`config.mk`:
```
export PLATFORM = sky130hd
export DESIGN_NAME = twls_ctrl
export DESIGN_NICKNAME = d
export VERILOG_FILES = /design/src/hw/rtl/twls_pkg.sv /design/src/hw/rtl/twls_ctrl.sv
export SDC_FILE = /design/constraint.sdc
export NUM_CORES = 1
export LEC_CHECK = 0
export ABC_AREA = 0
export BUFFER_PORTS_ARGS = -buffer_cell sky130_fd_sc_hd__buf_2
export CAP_MARGIN = 0
export CORE_AREA = 2 2 39 41
export DETAILED_ROUTE_END_ITERATION = 10
export DIE_AREA = 0 0 41 43
export PLACE_DENSITY = 0.32
export SLEW_MARGIN = 10
export SYNTH_ARGS = -nofsm -noshare
export SYNTH_HDL_FRONTEND = slang
export SYNTH_SLANG_ARGS = --single-unit
```
`constraint.sdc`:
```
create_clock -name clk -period 1.4 [get_ports clk]
set_input_delay 0.07 -clock clk [delete_from_list [all_inputs] [get_ports clk]]
set_output_delay 0.07 -clock clk [all_outputs]
set_load 0.03 [all_outputs]
```
`src/hw/rtl/twls_pkg.sv`:
```
// ----------------------------------------------------------------------------
// twls_pkg
// Shared types and constants of the time window latency statistics block.
// ----------------------------------------------------------------------------
package twls_pkg;

    localparam int TIME_W    = 32;
    localparam int DUR_W     = 20;
    localparam int CNT_OUT_W = 9;
    localparam int DIV_CNT_W = 5;

    localparam logic [TIME_W-1:0] WINDOW_RESET = 32'd1000000;
    localparam logic DUR_MAX_BIT = 1'b1;

    localparam logic REQ_RECORD = 1'b0;
    localparam logic REQ_QUERY  = 1'b1;

    typedef struct packed {
        logic              req_type;
        logic [TIME_W-1:0] time_now;
        logic [DUR_W-1:0]  duration;
    } twls_req_t;

    typedef struct packed {
        logic [CNT_OUT_W-1:0] sample_count;
        logic [DUR_W-1:0]     average_duration;
        logic [DUR_W-1:0]     least_duration;
        logic [DUR_W-1:0]     greatest_duration;
    } twls_rsp_t;

    typedef struct packed {
        logic record;
        logic start_query;
        logic walk;
        logic div_step;
        logic load_out;
    } twls_cmd_t;

    typedef struct packed {
        logic walk_done;
        logic div_fin;
    } twls_stat_t;

endpackage

```
`src/hw/rtl/twls_ctrl.sv`:
```
// ----------------------------------------------------------------------------
// twls_ctrl
// Sequencer: accepts requests, runs the ring walk and the divide, owns the
// response valid flag.
// ----------------------------------------------------------------------------
module twls_ctrl
(
    input  logic                  clk,
    input  logic                  rst_n,
    input  logic                  req_valid,
    input  logic                  req_type,
    output logic                  req_stall,
    output logic                  rsp_valid,
    input  logic                  rsp_stall,
    input  twls_pkg::twls_stat_t  stat,
    output twls_pkg::twls_cmd_t   cmd
);

    localparam logic [1:0] S_IDLE = 2'd0;
    localparam logic [1:0] S_WALK = 2'd1;
    localparam logic [1:0] S_DIV  = 2'd2;

    logic [1:0] state_reg;
    logic [1:0] state_next;
    logic       valid_reg;
    logic       valid_next;
    logic       slot_free;

    assign slot_free = !valid_reg || !rsp_stall;
    assign req_stall = (state_reg != S_IDLE);
    assign rsp_valid = valid_reg;

    always_comb
    begin
        state_next = state_reg;
        valid_next = valid_reg && rsp_stall;
        cmd        = '0;
        unique case (state_reg)
            S_IDLE:
            begin
                if (req_valid)
                begin
                    if (req_type == twls_pkg::REQ_QUERY)
                    begin
                        cmd.start_query = 1'b1;
                        state_next      = S_WALK;
                    end
                    else
                    begin
                        cmd.record = 1'b1;
                    end
                end
            end
            S_WALK:
            begin
                cmd.walk = 1'b1;
                if (stat.walk_done)
                begin
                    state_next = S_DIV;
                end
            end
            S_DIV:
            begin
                if (!stat.div_fin)
                begin
                    cmd.div_step = 1'b1;
                end
                else if (slot_free)
                begin
                    // previous response leaves this cycle or is already gone
                    cmd.load_out = 1'b1;
                    valid_next   = 1'b1;
                    state_next   = S_IDLE;
                end
            end
            default:
            begin
                state_next = S_IDLE;
            end
        endcase
    end

    always_ff @(posedge clk or negedge rst_n)
    begin
        if (!rst_n)
        begin
            state_reg <= S_IDLE;
            valid_reg <= 1'b0;
        end
        else
        begin
            state_reg <= state_next;
            valid_reg <= valid_next;
        end
    end

endmodule

```
**Word-level counts from Yosys, hierarchy flattened**

Index checks and enable logic that the tools add are counted.

- Word-level logic and storage cells: 34
- Output and inout bits: 7
- Bits in registers: 3

- Reduce and logical (&&, ||, !) cells: 7
- Equality and inequality tests: 7
- Muxes and demuxes: 18

Operators by type and width:

| operator | count |
|---|---|
| 2-to-1 mux 2 bit | 8 |
| inequality test 2 bit, second input constant | 5 |
| 2-to-1 mux 1 bit | 9 |
| case mux 2 bit (3 select lines) | 1 |
| AND reduction 5 bit | 1 |
| equality test 2 x 1 -> 1 bit, second input constant | 1 |
| equality test 2 bit, second input constant | 1 |
| logical NOT 1 bit | 2 |
| logical NOT 2 bit | 1 |
| nonzero test 2 bit | 1 |
| logical AND 1 bit | 1 |
| logical OR 1 bit | 1 |

**Depth between registers and ports, before layout**

Gate-level depths: netlist (run 1).

- Depth after elaboration: 5
- Depth in mapped cells: 2

**Worst setup path before layout (run 1)**

Ideal clock, no wire load.

- Path type: reg2out
- Start point: register state_reg[1]
- End point: output cmd[4] (netlist name)
- Setup slack: 174 ps
- Arrival time: 1156 ps
- Required time: 1330 ps
- Cell stages (with the launch flop): 3
- Cell sequence: dfrtp_1 > or2_4 > nor3b_2

RTL lines:

| item | RTL line | text |
|---|---|---|
| start: declaration | twls_ctrl.sv:23 | `logic [1:0] state_reg;` |
| start signal: assignment | twls_ctrl.sv:92 | `state_reg <= state_next;` |
| end: declaration | twls_ctrl.sv:16 | `output twls_pkg::twls_cmd_t cmd` |

==> summary.md, run 1 <==
| Metric | Value |
|---|---|
| Outcome | finished clean |
| Drt first pass iters | 1 |
| Share of layout cells above drive strength 1 | 55.6% |
| Area taken by multi-input logic gates | 108 um^2 |
| Synth Cell Area | 190 um^2 |
| Max Slew Vio Count | 0 |
| Crit-path max FO | 6 |
| Sequential fraction of the synthesis area | 39.5% |
| HP Class | input pin to register |
| Die height | 43 um |
| Antenna fix cells | 0 |
| Global-route wire length before repair | 669 um |
| Chip Width | 41 um |
| Cell Pwr Density | 1510 nW/um^2 |
| Residual DRC | 0 |
| CP endpoint kind | primary output |
| Gr usage total | 6.04% |
| Clock root cell | clkbuf_4 |
| WP buf/inv | 1 |
| Most common cell after layout, fill and taps aside | buf_2 |
| P_leak | 0.159 nW |
| Worst Path Required | 1.33 ns |
| Mean Syn Cell Area | 10.0 um^2 |
| Num rows | 14 |
| Syn. warnings | 0 |
| Final hold vios | 0 |
| Mapped Cells | 19 |
| Period utilization | 93.3% |
| Clock sinks | 3 |
| Placed insts | 47 |
| # setup viols final | 0 |
| Worst-Skew Late Latency | 0.23 ns |
| Critical path cell sequence | or2_4 -> nor3b_2 -> buf_4 |
| Worst slew pin tran | 0.165 ns |
| Vias in the first global route | 184 |
| Net count reported at finish | 44 |
| HP Start | rsp_stall |
| CORE AREA | 1380 um^2 |
| Via density | 3.62 |
| Reg area | 75.1 um^2 |
| Die Area | 1760 um^2 |
| Post-CTS setup buffers | 0 |
| Final wirelength | 451 um |
| Number of fill cells in the layout | 165 |
| CP Launch Point | state_reg[1] |
| TritonCTS clock tree | yes |
| DR iter-0 viols | 0 |
| Gpl congestion | 0.578 |
| Max stage delay on crit path | 0.41 ns |
| Fmax | 766 MHz |
| Initial antenna violation count | 0 |
| CP arrival | 1.24 ns |
| Initial Util | 13.7% |
| FF-to-FF path depth | 2 |
| Maximum VDD drop | 365 uV |
| Remaining antenna violation count | 0 |
| Synth cell types | 13 |
| Slowest-stage cell, CP | dfrtp_1 |
| RSZ-0062 raised after global routing | false |
| Worst hold stages | 3 |
| Max_slew headroom | 89.0% |
| Clock Path Buffers | 2 |
| Hpwl dp | 376 um |
| Worst clock skew | 0.00347 ns |
| PortBufs | 13 |
| Worst slack, placed | 0.295 ns |
| Max Cap Viol | 0 |
| Crit path time final | 1.31 ns |
| CP delay by family, top | simple AND/OR/NAND/NOR gates |
| Worst setup margin | 0.0940 ns |
| Post-synth net total | 26 |
| Non-Filler Instances | 52 |
| Largest net degree at the start of global routing | 8 |
| CTS clk-pin slew, worst paths | 0.03 ns |
| Reg-to-Reg Start | state_reg[1] |
| Area Overhead vs Synth | 61.2% |
| Crit Path Class | register to primary output |
| Most frequent cells in the layout | buf_2, clkbuf_4, dfrtp_1 |
| H-tree level count | 1 |
| Max reg flops | 2 |
| Core Util, Final | 22.2% |
| Cell depth of the worst setup path | 3 |
| CTS Buf Count | 3 |
| Via count | 188 |
| Setup crit start kind | register |
| Boundary pin count | 14 |
| Synthesis-stage register bit count | 3 |
| GRT overflow | 0 |
| Final setup TNS | 0 ns |
| WL per Instance | 8.67 um |
-- worst min-delay path, delay by kind of cell --
family	cells	cell delay (ns)
AND/OR/NAND/NOR	2	0.10
buffers and inverters	1	0.09
-- routing by layer --
metal	GRT usage (%)	routed length [um]
met1	6.15	195
met2	8.13	210
met3	4.71	44
met4	4.00	0
met5	0	0
-- cell type report --
type,instances,share of cell area [%]
multi-input combinational,15,35.1
timing repair buffer,14,25.3
sequential,3,24.5
clock buffer,4,8.57
tap,16,6.53
-- path summary, 6_finish.rpt --
kind	end	slack (ns)
setup / recovery	cmd[4]	0.09
max in group asynchronous	rsp_valid	1.12
hold reg to reg	state_reg[0]	0.51
setup reg to reg	state_reg[1]	0.50
min in group asynchronous	state_reg[0]	0.17
hold / removal	rsp_valid	0.08
-- Yosys cell counts --
library cell  instances  area share [%]
dfrtp_1               3              39
nand2b_1              2             6.6
nand3b_1              2             7.9
and4bb_2              1             6.6
or2_4                 1             4.6
buf_4                 1             3.9
a21oi_1               2             5.3
nor2_1                1             2.0
and2b_2               1             4.6
nor3b_2               1             6.6
a21boi_0              1             3.9
o2bb2ai_1             1             4.6
nand2_1               2             3.9
-- power breakdown --
group,internal (mW),switching (mW)
clock,0.107,0.0409
combinational,0.0755,0.113
sequential,0.105,0.0213
-- cell families after synthesis --
family / Yosys count / synth area share, %
AND/OR/NAND/NOR: 11 / 42.8
AO/OA/AOI/OAI: 4 / 13.8
buffers and inverters: 1 / 3.95
flip-flops: 3 / 39.5
-- per-stage QoR --
stage,hold WS [ns],area (um^2),power (mW)
after global placement,-0.133,268,0.314
final,0.0787,307,0.462
after global routing,0.0686,307,0.502
after detailed placement,-0.129,268,0.315
after CTS,0.0719,304,0.473
after floorplan,-0.226,190,0.268
-- repair_timing --
item,CTS,global route
resized for setup,0,2
setup endpoints to repair,0,1
endpoints found under the hold margin,3,0
hold buffers,1,0
Note: power is estimated with default switching activity, not from simulation.
==> run 2: changes to the inputs <==
--- a/config.mk
+++ b/config.mk
@@ -13,4 +13,5 @@
 export DIE_AREA = 0 0 41 43
 export PLACE_DENSITY = 0.32
+export RECOVER_POWER = 25
 export SLEW_MARGIN = 10
 export SYNTH_ARGS = -nofsm -noshare
==> constraint.sdc (replaced) <==
create_clock -name clk -period 1.4 [get_ports clk]
set_input_delay 0.07 -clock clk [delete_from_list [all_inputs] [get_ports clk]]
set_output_delay 0.07 -clock clk [all_outputs]
set_load 0.02 [all_outputs]
==> run 2 against run 1 <==
Net effect:
- fmax increased by 0.46%
- critical path depth unchanged
- count of clock-buffer cells in the layout is the same
- first-iteration DRC count stayed put
- sequential share of layout area is 0.30 points higher
- clock power about the same
- via count unchanged
- largest cell class unchanged
==> summary.md, run 2 (same netlist as run 1, synthesis figures left out) <==
| Metric | Value |
|---|---|
| Outcome | finished clean |
| CTS clk-pin slew, worst paths | 0.03 ns (about the same) |
| Gr usage total | 6.04% (unchanged) |
| Via density | 3.62 (unchanged) |
| FF-to-FF path depth | 2 (unchanged) |
| Antenna fix cells | 0 (unchanged) |
| Share of layout cells above drive strength 1 | 52.8% (-2.8 points) |
| Residual DRC | 0 (unchanged) |
| Via count | 188 (unchanged) |
| Logic pwr share | 36.8% (-4.0 points) |
| Max_slew headroom | 88.0% (-1.0 points) |
| Seq pwr share | 29.1% (+1.8 points) |
| Largest net degree at the start of global routing | 8 (unchanged) |
| Setup crit start kind | register |
| Net switching power | 0.149 mW (-15%) |
| RSZ-0062 raised after global routing | false |
| Crit-path max FO | 6 (unchanged) |
| Initial antenna violation count | 0 (unchanged) |
| Worst Path Required | 1.33 ns (about the same) |
| Area Overhead vs Synth | 59.2% |
| GRT overflow | 0 (unchanged) |
| PortBufs | 13 (unchanged) |
| Placed Area | 268 um^2 (unchanged) |
| Worst slack, placed | 0.328 ns (+0.0332 ns) |
| Period utilization | 92.9% (-0.42 points) |
| CP arrival | 1.23 ns (about the same) |
| Internal power | 0.285 mW (-0.86%) |
| DR iter-0 viols | 0 (unchanged) |
| R2r setup slk | 0.50 ns (about the same) |
| Crit Path Class | register to primary output |
| Clock Path Buffers | 2 (unchanged) |
| Gpl congestion | 0.578 (unchanged) |
| Drt first pass iters | 1 (unchanged) |
| Global-route wire length before repair | 669 um (unchanged) |
| CTS Buf Count | 3 (unchanged) |
| Hpwl dp | 376 um (unchanged) |
| TritonCTS clock tree | yes |
| Worst slew pin tran | 0.180 ns (+0.0154 ns) |
| Reg-to-Reg Start | state_reg[1] |
| Fmax | 769 MHz (+0.46%) |
| Max reg flops | 2 (unchanged) |
| Clock Power Share | 34.0% (+2.1 points) |
| Placed insts | 47 (unchanged) |
| Non-Filler Instances | 52 (unchanged) |
| Initial Util | 13.7% (unchanged) |
| CP endpoint kind | primary output |
| Cell Pwr Density | 1430 nW/um^2 (-5.2%) |
| Max Cap Viol | 0 (unchanged) |
| Boundary pin count | 14 (unchanged) |
| Net count reported at finish | 44 (unchanged) |
| Most frequent cells in the layout | buf_2, clkbuf_4, dfrtp_1 |
| Reg2reg end | state_reg[1] |
| CP Launch Point | state_reg[1] |
| Final wirelength | 449 um (-0.44%) |
| Remaining antenna violation count | 0 (unchanged) |
| WL per Instance | 8.63 um (-0.44%) |
| Worst-Skew Late Latency | 0.23 ns (about the same) |
| Post-CTS setup buffers | 0 (unchanged) |
| Core Util, Final | 21.9% (-0.27 points) |
| Worst clock skew | 0.00347 ns (-0.0000000200 ns) |
| Final hold vios | 0 (unchanged) |
| HP Class | input pin to register |
| CORE AREA | 1380 um^2 (unchanged) |
| Crit path time final | 1.30 ns (-0.00593 ns) |
| Clock sinks | 3 (unchanged) |
| Finished Cell Area | 303 um^2 (-1.2%) |
| Worst setup margin | 0.100 ns (+0.00593 ns) |
| Maximum VDD drop | 363 uV (-0.54%) |
| # setup viols final | 0 (unchanged) |
| P_leak | 0.156 nW (-1.8%) |
| Critical Path Sink | cmd[4] |
| Vias in the first global route | 184 (unchanged) |
| Die Area | 1760 um^2 (unchanged) |
| Chip Width | 41 um (unchanged) |
| Final setup TNS | 0 ns (unchanged) |
| Clock root cell | clkbuf_4 |
| Die height | 43 um (unchanged) |
| Num rows | 14 (unchanged) |
| H-tree level count | 1 (unchanged) |
| Most common cell after layout, fill and taps aside | buf_2 |
| Sw Ratio | 34.3% (-3.6 points) |
| Max Slew Vio Count | 0 (unchanged) |
run 2: power by group through the flow:
stage / clock network [mW] / logic (mW) / registers [mW]
3_3_place_gp: 0 / 0.160 / 0.127
3_5_place_dp: 0 / 0.160 / 0.128
2_1_floorplan: 0 / 0.111 / 0.130
5_1_grt: 0.171 / 0.171 / 0.131
6_report: 0.147 / 0.160 / 0.126
4_1_cts: 0.156 / 0.162 / 0.127
run 2: cell type report:
class | instances | area (um^2)
clock buffer | 4 | 26.3
sequential | 3 | 75.1
timing repair buffer | 14 | 73.8
tap | 16 | 20.0
fill | 165 | 1080
multi-input combinational | 15 | 108
run 2: how the worst min path moves through the flow:
| stage | start | endpoint | depth (start not counted) |
|---|---|---|---|
| final | rsp_stall | rsp_valid | 3 |
| after floorplan | rst_n | rsp_valid | 0 |
| after CTS | rsp_stall | rsp_valid | 3 |
| after global routing | rsp_stall | rsp_valid | 3 |
| after detailed placement | rst_n | rsp_valid | 1 |
| after global placement | rst_n | state_reg[0] | 1 |
run 2: critical path: stages, from the launching register on:
cell	delay (ns)
dfrtp_1	0.41
or2_4	0.27
nor3b_2	0.14
buf_2	0.18
run 2: per-stage QoR:
step,total power [mW],hold slack (ns)
floorplan,0.241,-0.226
global placement,0.287,-0.133
finish,0.433,0.0787
CTS,0.446,0.0719
detailed placement,0.288,-0.129
global route,0.472,0.0686
run 2: repair_timing:
| item | CTS | global route |
|---|---|---|
| hold buffers | 1 | 0 |
| endpoints found under the hold margin | 3 | 0 |
| gates resized for setup | 0 | 0 |
run 2: layer usage:
| metal | track usage (%) | up-vias | part of all wire [%] |
|---|---|---|---|
| met3 | 4.71 | 0 | 9.8 |
| met1 | 6.15 | 80 | 43 |
| met4 | 4.00 | 0 | 0 |
| met5 | 0 | - | 0 |
| met2 | 8.13 | 6 | 47 |
| li1 | - | 102 | - |
